[src/bmsrfd_pkg.sv]
// Package for the battery-management response frame decoder.
// Holds frame constants, register indexes and query kind codes.
// No dependencies; the top level imports it.
package bmsrfd_pkg;

  localparam int FrameBytes   = 13;
  localparam int PayloadFirst = 4;
  localparam int PayloadDepth = 8;

  localparam logic [3:0] LastIdx  = 4'(FrameBytes - 1);
  localparam logic [3:0] FirstIdx = 4'(PayloadFirst);

  localparam logic [15:0] CurrentOffsetReset = 16'd3000;
  localparam logic [7:0]  TempOffsetReset    = 8'd40;

  typedef enum logic [0:0] {
    CFG_CURRENT_OFFSET = 1'b0,
    CFG_TEMP_OFFSET    = 1'b1
  } cfg_index_t;

  localparam logic [2:0] KIND_POWER  = 3'd0;
  localparam logic [2:0] KIND_STATUS = 3'd1;
  localparam logic [2:0] KIND_CELLS  = 3'd2;
  localparam logic [2:0] KIND_TEMP   = 3'd3;
  localparam logic [2:0] KIND_FAULT  = 3'd4;

endpackage

[src/bmsrfd_if.sv]
// Request channel interfaces of the frame decoder: received bytes in, results out.
// Depends on nothing beyond the language; widths follow the frame fields.
interface bmsrfd_rx_if;
  logic       valid;
  logic       ready;
  logic [7:0] rx_byte;
  logic [2:0] req_type;

  modport source (output valid, output rx_byte, output req_type, input ready);
  modport sink   (input valid, input rx_byte, input req_type, output ready);
endinterface

interface bmsrfd_res_if;
  logic               valid;
  logic               ready;
  logic               checksum_ok;
  logic [2:0]         frame_kind;
  logic signed [32:0] power;
  logic [15:0]        charge_level;
  logic               charging;
  logic [31:0]        remaining_capacity;
  logic [7:0]         cell_count;
  logic signed [9:0]  temp_half_deg;
  logic               fault;

  modport source (output valid, output checksum_ok, output frame_kind, output power,
                  output charge_level, output charging, output remaining_capacity,
                  output cell_count, output temp_half_deg, output fault, input ready);
  modport sink   (input valid, input checksum_ok, input frame_kind, input power,
                  input charge_level, input charging, input remaining_capacity,
                  input cell_count, input temp_half_deg, input fault, output ready);
endinterface

[src/bms_response_frame_decoder.sv]
// Top level of the battery-management response frame decoder.
// Depends on bmsrfd_pkg and the channel interfaces in bmsrfd_if.sv.
//
// The rx channel takes one received byte per request, tagged with the query
// kind outstanding; the kind is latched on the first byte of each 13-byte frame.
// Bytes are counted, summed modulo 256, and the payload bytes 4 to 11 are kept
// in registers. When byte 12 is accepted, the checksum flag and the fields of
// the latched kind are computed and loaded into the result register, so the
// result request appears on the res channel in the next cycle. Fields that do
// not belong to the kind read as zero.
// One byte is accepted every cycle unless the result register stalls; bytes 0 to 11 produce no result. The only
// wait comes from the result register: while a result is held and res.ready
// is low, rx.ready is low as well, and nothing is lost or repeated.
// Configuration writes on cfg_we take effect at the next edge and should be
// made between frames. Reset clears the byte counter, the sum, the latched
// kind and the result valid, and restores the current offset to 3000 and the
// temperature offset to 40.
module bms_response_frame_decoder
  import bmsrfd_pkg::*;
(
  input  logic         clk,
  input  logic         rst,
  input  logic         cfg_we,
  input  cfg_index_t   cfg_index,
  input  logic [15:0]  cfg_data,
  bmsrfd_rx_if.sink    rx,
  bmsrfd_res_if.source res
);

  logic [15:0] current_offset;
  logic [7:0]  temp_offset;
  logic [3:0]  byte_index;
  logic [7:0]  running_sum;
  logic [2:0]  latched_kind;
  logic [7:0]  payload_bytes [PayloadDepth];
  logic        res_valid;

  logic               rx_fire;
  logic               last_byte;
  logic [7:0]         sum_base;
  logic [2:0]         kind_now;
  logic [2:0]         store_idx;
  logic [16:0]        cur_diff;
  logic signed [33:0] product;
  logic [9:0]         temp_sum;
  logic               any_fault;

  logic               checksum_ok_next;
  logic signed [32:0] power_next;
  logic [15:0]        charge_level_next;
  logic               charging_next;
  logic [31:0]        remaining_capacity_next;
  logic [7:0]         cell_count_next;
  logic signed [9:0]  temp_half_deg_next;
  logic               fault_next;

  assign rx.ready  = !res_valid || res.ready;
  assign rx_fire   = rx.valid && rx.ready;
  assign last_byte = (byte_index == LastIdx);
  assign sum_base  = (byte_index == 4'd0) ? 8'd0 : running_sum;
  assign kind_now  = (byte_index == 4'd0) ? rx.req_type : latched_kind;
  assign store_idx = 3'(byte_index - FirstIdx);

  // Payload slot k holds frame byte k + 4.
  assign cur_diff = {1'b0, payload_bytes[4], payload_bytes[5]} - {1'b0, current_offset};
  assign product  = $signed({1'b0, payload_bytes[2], payload_bytes[3]}) * $signed(cur_diff);
  assign temp_sum = ({2'b00, payload_bytes[1]} - {2'b00, temp_offset})
                  + ({2'b00, payload_bytes[2]} - {2'b00, temp_offset});
  assign any_fault = |{payload_bytes[1], payload_bytes[2], payload_bytes[3], payload_bytes[4],
                       payload_bytes[5], payload_bytes[6], payload_bytes[7]};

  always_comb begin
    checksum_ok_next        = (running_sum == rx.rx_byte);
    power_next              = '0;
    charge_level_next       = '0;
    charging_next           = 1'b0;
    remaining_capacity_next = '0;
    cell_count_next         = '0;
    temp_half_deg_next      = '0;
    fault_next              = 1'b0;
    unique case (latched_kind)
      KIND_POWER: begin
        power_next        = product[32:0];
        charge_level_next = {payload_bytes[6], payload_bytes[7]};
      end
      KIND_STATUS: begin
        charging_next           = (payload_bytes[0] == 8'd1);
        remaining_capacity_next = {payload_bytes[1], payload_bytes[2],
                                   payload_bytes[3], payload_bytes[4]};
      end
      KIND_CELLS: begin
        cell_count_next = payload_bytes[0];
      end
      KIND_TEMP: begin
        temp_half_deg_next = $signed(temp_sum);
      end
      KIND_FAULT: begin
        fault_next = any_fault;
      end
      default: begin
      end
    endcase
  end

  always_ff @(posedge clk) begin
    if (rst) begin
      current_offset <= CurrentOffsetReset;
      temp_offset    <= TempOffsetReset;
    end else if (cfg_we) begin
      unique case (cfg_index)
        CFG_CURRENT_OFFSET: current_offset <= cfg_data;
        CFG_TEMP_OFFSET:    temp_offset    <= cfg_data[7:0];
        default: begin
        end
      endcase
    end
  end

  always_ff @(posedge clk) begin
    if (rst) begin
      byte_index   <= '0;
      running_sum  <= '0;
      latched_kind <= '0;
    end else if (rx_fire) begin
      latched_kind <= kind_now;
      if (last_byte) begin
        byte_index  <= '0;
        running_sum <= '0;
      end else begin
        byte_index  <= byte_index + 4'd1;
        running_sum <= sum_base + rx.rx_byte;
      end
    end
  end

  always_ff @(posedge clk) begin
    if (rx_fire && byte_index >= FirstIdx && byte_index < LastIdx) begin
      payload_bytes[store_idx] <= rx.rx_byte;
    end
  end

  always_ff @(posedge clk) begin
    if (rst) begin
      res_valid <= 1'b0;
    end else if (rx_fire && last_byte) begin
      res_valid <= 1'b1;
    end else if (res.ready) begin
      res_valid <= 1'b0;
    end
  end

  always_ff @(posedge clk) begin
    if (rx_fire && last_byte) begin
      res.checksum_ok        <= checksum_ok_next;
      res.frame_kind         <= latched_kind;
      res.power              <= power_next;
      res.charge_level       <= charge_level_next;
      res.charging           <= charging_next;
      res.remaining_capacity <= remaining_capacity_next;
      res.cell_count         <= cell_count_next;
      res.temp_half_deg      <= temp_half_deg_next;
      res.fault              <= fault_next;
    end
  end

  assign res.valid = res_valid;

  a_index_range: assert property (@(posedge clk) disable iff (rst)
    byte_index <= LastIdx)
    else $error("byte counter ran past the last frame byte");

  a_result_follows: assert property (@(posedge clk) disable iff (rst)
    rx_fire && last_byte |=> res.valid)
    else $error("no result after the last frame byte");

  a_stall_blocks_rx: assert property (@(posedge clk) disable iff (rst)
    res.valid && !res.ready |-> !rx.ready)
    else $error("byte accepted while a result is stalled");

  a_first_byte_counts: assert property (@(posedge clk) disable iff (rst)
    rx_fire && byte_index == 4'd0 |=> byte_index == 4'd1 && latched_kind == $past(rx.req_type))
    else $error("first frame byte not counted or kind not latched");

endmodule
[src/flat_wrapper.sv]
// flat-port wrapper written by rule: the top's interface ports become plain ports
module bms_response_frame_decoder_flat import bmsrfd_pkg::*;
  (clk, rst, cfg_we, cfg_index, cfg_data, rx_valid, rx_rx_byte, rx_req_type, rx_ready, res_valid, res_checksum_ok, res_frame_kind, res_power, res_charge_level, res_charging, res_remaining_capacity, res_cell_count, res_temp_half_deg, res_fault, res_ready);
  bmsrfd_rx_if rx_i ();
  bmsrfd_res_if res_i ();
  input  logic clk;
  input  logic rst;
  input  logic cfg_we;
  input  cfg_index_t cfg_index;
  input  logic [15:0] cfg_data;
  input wire logic [$bits(rx_i.valid)-1:0] rx_valid;
  input wire logic [$bits(rx_i.rx_byte)-1:0] rx_rx_byte;
  input wire logic [$bits(rx_i.req_type)-1:0] rx_req_type;
  output wire logic [$bits(rx_i.ready)-1:0] rx_ready;
  output wire logic [$bits(res_i.valid)-1:0] res_valid;
  output wire logic [$bits(res_i.checksum_ok)-1:0] res_checksum_ok;
  output wire logic [$bits(res_i.frame_kind)-1:0] res_frame_kind;
  output wire logic [$bits(res_i.power)-1:0] res_power;
  output wire logic [$bits(res_i.charge_level)-1:0] res_charge_level;
  output wire logic [$bits(res_i.charging)-1:0] res_charging;
  output wire logic [$bits(res_i.remaining_capacity)-1:0] res_remaining_capacity;
  output wire logic [$bits(res_i.cell_count)-1:0] res_cell_count;
  output wire logic [$bits(res_i.temp_half_deg)-1:0] res_temp_half_deg;
  output wire logic [$bits(res_i.fault)-1:0] res_fault;
  input wire logic [$bits(res_i.ready)-1:0] res_ready;
  assign rx_i.valid = rx_valid;
  assign rx_i.rx_byte = rx_rx_byte;
  assign rx_i.req_type = rx_req_type;
  assign rx_ready = rx_i.ready;
  assign res_valid = res_i.valid;
  assign res_checksum_ok = res_i.checksum_ok;
  assign res_frame_kind = res_i.frame_kind;
  assign res_power = res_i.power;
  assign res_charge_level = res_i.charge_level;
  assign res_charging = res_i.charging;
  assign res_remaining_capacity = res_i.remaining_capacity;
  assign res_cell_count = res_i.cell_count;
  assign res_temp_half_deg = res_i.temp_half_deg;
  assign res_fault = res_i.fault;
  assign res_i.ready = res_ready;
  bms_response_frame_decoder u_core (.clk(clk), .rst(rst), .cfg_we(cfg_we), .cfg_index(cfg_index), .cfg_data(cfg_data), .rx(rx_i), .res(res_i));
endmodule
[config.mk]
export PLATFORM = sky130hd
export DESIGN_NAME = bms_response_frame_decoder_flat
export DESIGN_NICKNAME = d
export VERILOG_FILES = /design/src/bmsrfd_pkg.sv /design/src/bmsrfd_if.sv /design/src/bms_response_frame_decoder.sv /design/src/flat_wrapper.sv
export SDC_FILE = /design/constraint.sdc
export NUM_CORES = 1
export LEC_CHECK = 0
export BUFFER_PORTS_ARGS = -buffer_cell sky130_fd_sc_hd__buf_2
export CAP_MARGIN = 20
export CORE_UTILIZATION = 35
export DETAILED_ROUTE_END_ITERATION = 8
export HOLD_SLACK_MARGIN = 0.12
export PLACE_DENSITY_LB_ADDON = 0.25
export SLEW_MARGIN = 10
export SYNTH_ARGS = -nofsm -noshare
export SYNTH_HDL_FRONTEND = slang
export SYNTH_SLANG_ARGS = --single-unit
[constraint.sdc]
create_clock -name clk -period 17.15 [get_ports clk]
set_clock_uncertainty 0.05 [all_clocks]
set_input_delay 1.715 -clock clk [delete_from_list [all_inputs] [get_ports clk]]
set_output_delay 1.715 -clock clk [all_outputs]
set_load 0.005 [all_outputs]
==> metrics.txt <==
# TYPE chip_impl_metric gauge
chip_impl_info{name="path_common_cell",value="sky130_fd_sc_hd__fa_1"} 1
chip_impl_metric{name="drt-vias-per-instance",unit=""} 5.07
chip_impl_metric{name="grt_max_degree",unit=""} 71
chip_impl_info{name="dominantRegCellSynth",value="sky130_fd_sc_hd__edfxtp_1"} 1
chip_impl_metric{name="die_width",unit="um"} 237
chip_impl_metric{name="hold_path_depth",unit=""} 2
chip_impl_info{name="clk_root_buffer_cell",value="sky130_fd_sc_hd__clkbuf_16"} 1
chip_impl_metric{name="syn_to_final_growth",unit="%"} 12.2
chip_impl_metric{name="first_pass_grt_wire_length",unit="um"} 81000
chip_impl_info{name="hold_path_class",value="reg2reg"} 1
chip_impl_metric{name="setup-violations-final",unit=""} 0
chip_impl_metric{name="floorplan.initialDensity",unit=""} 0.357
chip_impl_info{name="critical-path-top-delay-family",value="adder cells"} 1
chip_impl_metric{name="finalMaxSlewViolations",unit=""} 0
chip_impl_metric{name="synthesis.nets",unit=""} 2393
chip_impl_metric{name="ioPinCount",unit=""} 140
chip_impl_metric{name="synthesis.area",unit="um2"} 19300
chip_impl_metric{name="design_power_total",unit="W"} 0.00358
chip_impl_metric{name="seq_power_share",unit=""} 0.179
chip_impl_metric{name="grt_remaining_overflow",unit=""} 0
chip_impl_metric{name="cp.depth",unit=""} 28
chip_impl_metric{name="postSynth.asyncResetShare",unit=""} 0
chip_impl_metric{name="route.vias.total",unit=""} 14200
chip_impl_metric{name="p_int",unit="W"} 0.00196
chip_impl_metric{name="synth_cells",unit=""} 1973
chip_impl_metric{name="regArea",unit="um2"} 5880
chip_impl_metric{name="hold-worst-slack",unit="ns"} 0.403
chip_impl_metric{name="power.switching",unit="W"} 0.00162
chip_impl_metric{name="finalInstanceArea",unit="um2"} 21700
chip_impl_info{name="worst_path_max_delay_cell",value="sky130_fd_sc_hd__o311a_1"} 1
chip_impl_metric{name="power_density",unit="nW/um2"} 165
chip_impl_info{name="outcome",value="finished clean"} 1
chip_impl_metric{name="tightest_slew",unit="ns"} 1.06
chip_impl_metric{name="multi_input_comb_area",unit="um2"} 12000
chip_impl_metric{name="cpPeakStageDelay",unit="ns"} 0.68
chip_impl_metric{name="comb_power_share",unit=""} 0.667
chip_impl_metric{name="gr-usage-all-layers",unit=""} 0.185
chip_impl_metric{name="maximum_clock_frequency",unit="MHz"} 117
chip_impl_metric{name="cts_buffers",unit=""} 26
chip_impl_metric{name="placed_cell_area",unit="um2"} 20800
chip_impl_metric{name="cts.sinks",unit=""} 209
chip_impl_metric{name="antennaDiodeCount",unit=""} 0
chip_impl_metric{name="max-slew-margin-rel",unit=""} 0.291
chip_impl_metric{name="post_cts_hold_buffer_count",unit=""} 0
chip_impl_info{name="cp-end-kind",value="flip-flop"} 1
chip_impl_metric{name="seq_area_frac_synth",unit=""} 0.304
chip_impl_metric{name="fillerInstances",unit=""} 5332
chip_impl_metric{name="leakage",unit="nW"} 9.68
chip_impl_metric{name="postRouteWirelength",unit="um"} 51100
chip_impl_metric{name="port-buffer-count",unit=""} 139
chip_impl_metric{name="dieHeight",unit="um"} 237
chip_impl_metric{name="power.ir.vdd_worst",unit="mV"} 0.218
chip_impl_metric{name="core.rowCount",unit=""} 85
chip_impl_metric{name="layout_worst_path_cycle_share",unit=""} 0.497
chip_impl_metric{name="ff2ff_path_depth",unit=""} 28
chip_impl_info{name="rsz0062_at_grt",value="no"} 1
chip_impl_metric{name="cts.htree.levels",unit=""} 1
chip_impl_metric{name="detailedRoute.firstPassIterationCount",unit=""} 5
chip_impl_info{name="tritoncts",value="yes"} 1
chip_impl_metric{name="fp.coreArea",unit="um2"} 54200
chip_impl_info{name="worstSetupStartpointType",value="flip-flop"} 1
chip_impl_metric{name="resized_after_cts",unit=""} 0
chip_impl_metric{name="wire_per_inst",unit="um"} 18.3
chip_impl_metric{name="period_needed",unit="ns"} 8.52
chip_impl_metric{name="vias_in_the_first_global_route",unit=""} 14700
chip_impl_metric{name="critical_path_required",unit="ns"} 17.41
chip_impl_metric{name="dp.final_hpwl",unit="um"} 38200
chip_impl_metric{name="synth_edf_count",unit=""} 169
chip_impl_metric{name="setup_tns",unit="ns"} 0
chip_impl_metric{name="antenna_found_initial",unit=""} 2
chip_impl_info{name="timing.setup.critical_path_class",value="reg2reg"} 1
chip_impl_metric{name="critical_path.max_fanout",unit=""} 33
chip_impl_metric{name="detail_route.drc_violations",unit=""} 0
chip_impl_metric{name="clk_pin_slew",unit="ns"} 0.06
chip_impl_metric{name="routabilityCongestion",unit=""} 0.858
chip_impl_metric{name="netSwitchingFraction",unit=""} 0.452
chip_impl_metric{name="fp.dieArea",unit="um2"} 56200
chip_impl_metric{name="finish.net_count",unit=""} 2500
chip_impl_metric{name="critPathArrivalTime",unit="ns"} 8.78
chip_impl_metric{name="clkLatencyLatePin",unit="ns"} 0.57
chip_impl_metric{name="cp.buffers_inverters",unit=""} 5
chip_impl_metric{name="synth.distinct_cells",unit=""} 63
chip_impl_metric{name="drv_cap",unit=""} 0
chip_impl_metric{name="synth_seq_cells",unit=""} 209
chip_impl_metric{name="clockPowerShare",unit=""} 0.154
chip_impl_metric{name="cts-root-to-sink-buffers",unit=""} 3
chip_impl_metric{name="drtAntennaViolNets",unit=""} 0
chip_impl_metric{name="dr.first_iter.drc_count",unit=""} 777
chip_impl_metric{name="yosys_warnings",unit=""} 0
chip_impl_metric{name="cts_setup_buffers",unit=""} 0
chip_impl_metric{name="hold_viol",unit=""} 0
chip_impl_metric{name="final_layout_size_suffix_gt1_frac",unit=""} 0.110
chip_impl_metric{name="syn_avg_cell_area",unit="um2"} 9.80
[path summary, 6_finish.rpt]
check	from	end	slack, ns
min	u_core.temp_offset[7]$_SDFFE_PP0P_	u_core.temp_offset[7]$_SDFFE_PP0P_	0.40
max	u_core.current_offset[1]$_SDFFE_PP0P_	u_core.res.power[32]$_SDFFCE_PP0P_	8.63
min reg2reg	u_core.temp_offset[7]$_SDFFE_PP0P_	u_core.temp_offset[7]$_SDFFE_PP0P_	0.40
max reg2reg	u_core.current_offset[1]$_SDFFE_PP0P_	u_core.res.power[32]$_SDFFCE_PP0P_	8.63
[through the flow]
step            util  instances  setup WS, ns
6_report       0.400       2794          8.63
2_1_floorplan      -       1973          9.79
4_1_cts        0.400       2792          8.69
3_5_place_dp   0.384       2746          8.71
3_3_place_gp   0.384       2746          8.89
5_1_grt        0.400       2794          8.13
[flip-flops by register name, indices dropped and copies added (netlist names), 3 cells and up]
register and flops:
u_core.payload_bytes 64, u_core.res.power 33, u_core.res.remaining_capacity 32, u_core.current_offset 16
u_core.res.charge_level 16, u_core.res.temp_half_deg 10, u_core.res.cell_count 8, u_core.running_sum 8
u_core.temp_offset 8, u_core.byte_index 4, u_core.latched_kind 3, u_core.res.frame_kind 3
[cell usage after synthesis, types with 9 or more instances]
cell type | count | area (um2)
sky130_fd_sc_hd__nor2b_1 | 64 | 400
sky130_fd_sc_hd__xnor2_1 | 37 | 324
sky130_fd_sc_hd__o21ai_0 | 41 | 205
sky130_fd_sc_hd__nand2b_1 | 13 | 81.3
sky130_fd_sc_hd__nor3b_1 | 9 | 67.6
sky130_fd_sc_hd__dfxtp_1 | 40 | 801
sky130_fd_sc_hd__nand3_1 | 30 | 150
sky130_fd_sc_hd__xor2_1 | 19 | 166
sky130_fd_sc_hd__nand4_1 | 26 | 163
sky130_fd_sc_hd__edfxtp_1 | 169 | 5070
sky130_fd_sc_hd__nand2_1 | 233 | 875
sky130_fd_sc_hd__and2_1 | 151 | 945
sky130_fd_sc_hd__ha_1 | 173 | 2160
sky130_fd_sc_hd__fa_1 | 214 | 4280
sky130_fd_sc_hd__nor4_1 | 19 | 119
sky130_fd_sc_hd__a21oi_1 | 85 | 425
sky130_fd_sc_hd__nor2_1 | 79 | 297
sky130_fd_sc_hd__a21o_1 | 12 | 90.1
sky130_fd_sc_hd__clkbuf_1 | 80 | 300
sky130_fd_sc_hd__o211ai_1 | 11 | 82.6
sky130_fd_sc_hd__inv_1 | 312 | 1170
sky130_fd_sc_hd__nor3_1 | 26 | 130
[placed cells by master, fill, tap and decap left out, types with 8 or more instances in the layout]
cell type,netlist,layout
sky130_fd_sc_hd__nor3b_1,9,8
sky130_fd_sc_hd__inv_1,312,311
sky130_fd_sc_hd__nor4_1,19,19
sky130_fd_sc_hd__nand2_1,233,233
sky130_fd_sc_hd__o21ai_0,41,41
sky130_fd_sc_hd__and2_1,151,151
sky130_fd_sc_hd__ha_1,173,173
sky130_fd_sc_hd__o21bai_1,8,8
sky130_fd_sc_hd__a211o_1,8,8
sky130_fd_sc_hd__clkbuf_16,0,28
sky130_fd_sc_hd__nand4_1,26,26
sky130_fd_sc_hd__xnor2_1,37,31
sky130_fd_sc_hd__nand2b_1,13,13
sky130_fd_sc_hd__a21o_1,12,12
sky130_fd_sc_hd__a21oi_1,85,85
sky130_fd_sc_hd__dfxtp_1,40,40
sky130_fd_sc_hd__a21boi_0,8,8
sky130_fd_sc_hd__nand3_1,30,30
sky130_fd_sc_hd__xor2_1,19,19
sky130_fd_sc_hd__buf_4,0,27
sky130_fd_sc_hd__edfxtp_1,169,169
sky130_fd_sc_hd__nor2b_1,64,64
sky130_fd_sc_hd__o211ai_1,11,11
sky130_fd_sc_hd__buf_2,5,140
sky130_fd_sc_hd__nor2_1,79,79
sky130_fd_sc_hd__nor3_1,26,25
sky130_fd_sc_hd__fa_1,214,214
[worst reg2reg max path: cells and delay by family, from the launching register on]
kind	cells	cell delay, ns
AO/OA/AOI/OAI	10	2.91
adder cells (fa/ha/maj)	8	3.55
buffers and inverters	5	0.56
flip-flops	1	0.42
multiplexers	1	0.12
AND/OR/NAND/NOR	4	0.64
[area by class of cell]
type / count / share of cell area
multi-input combinational: 1364 / 0.554
sequential: 209 / 0.271
inverter: 312 / 0.0541
timing repair buffer: 167 / 0.0416
tap: 696 / 0.0401
clock buffer: 35 / 0.0340
clock inverter: 11 / 0.00577
[power groups by stage]
| stage | clock [W] | sequential, W | combinational (W) |
|---|---|---|---|
| after global placement | 0 | 0.000651 | 0.00238 |
| after floorplan | 0 | 0.000649 | 0.00187 |
| after global routing | 0.000585 | 0.000641 | 0.00277 |
| final | 0.000550 | 0.000640 | 0.00238 |
| after detailed placement | 0 | 0.000651 | 0.00238 |
| after CTS | 0.000564 | 0.000640 | 0.00240 |
[routing by layer]
metal | track usage | share of wire | wire length, um
met5 | 0 | 0 | 0
met4 | 0.0596 | 0.035 | 1770
met3 | 0.0256 | 0.048 | 2470
met2 | 0.309 | 0.47 | 23900
met1 | 0.248 | 0.45 | 22900
[cells by family after synthesis]
logic type	synth area share
compound gates	0.0787
xor+xnor	0.0254
fa+ha+maj	0.333
buf+inv	0.0779
flops	0.304
mux	0.00103
simple gates	0.180
Power figures use the tool's default switching activity.
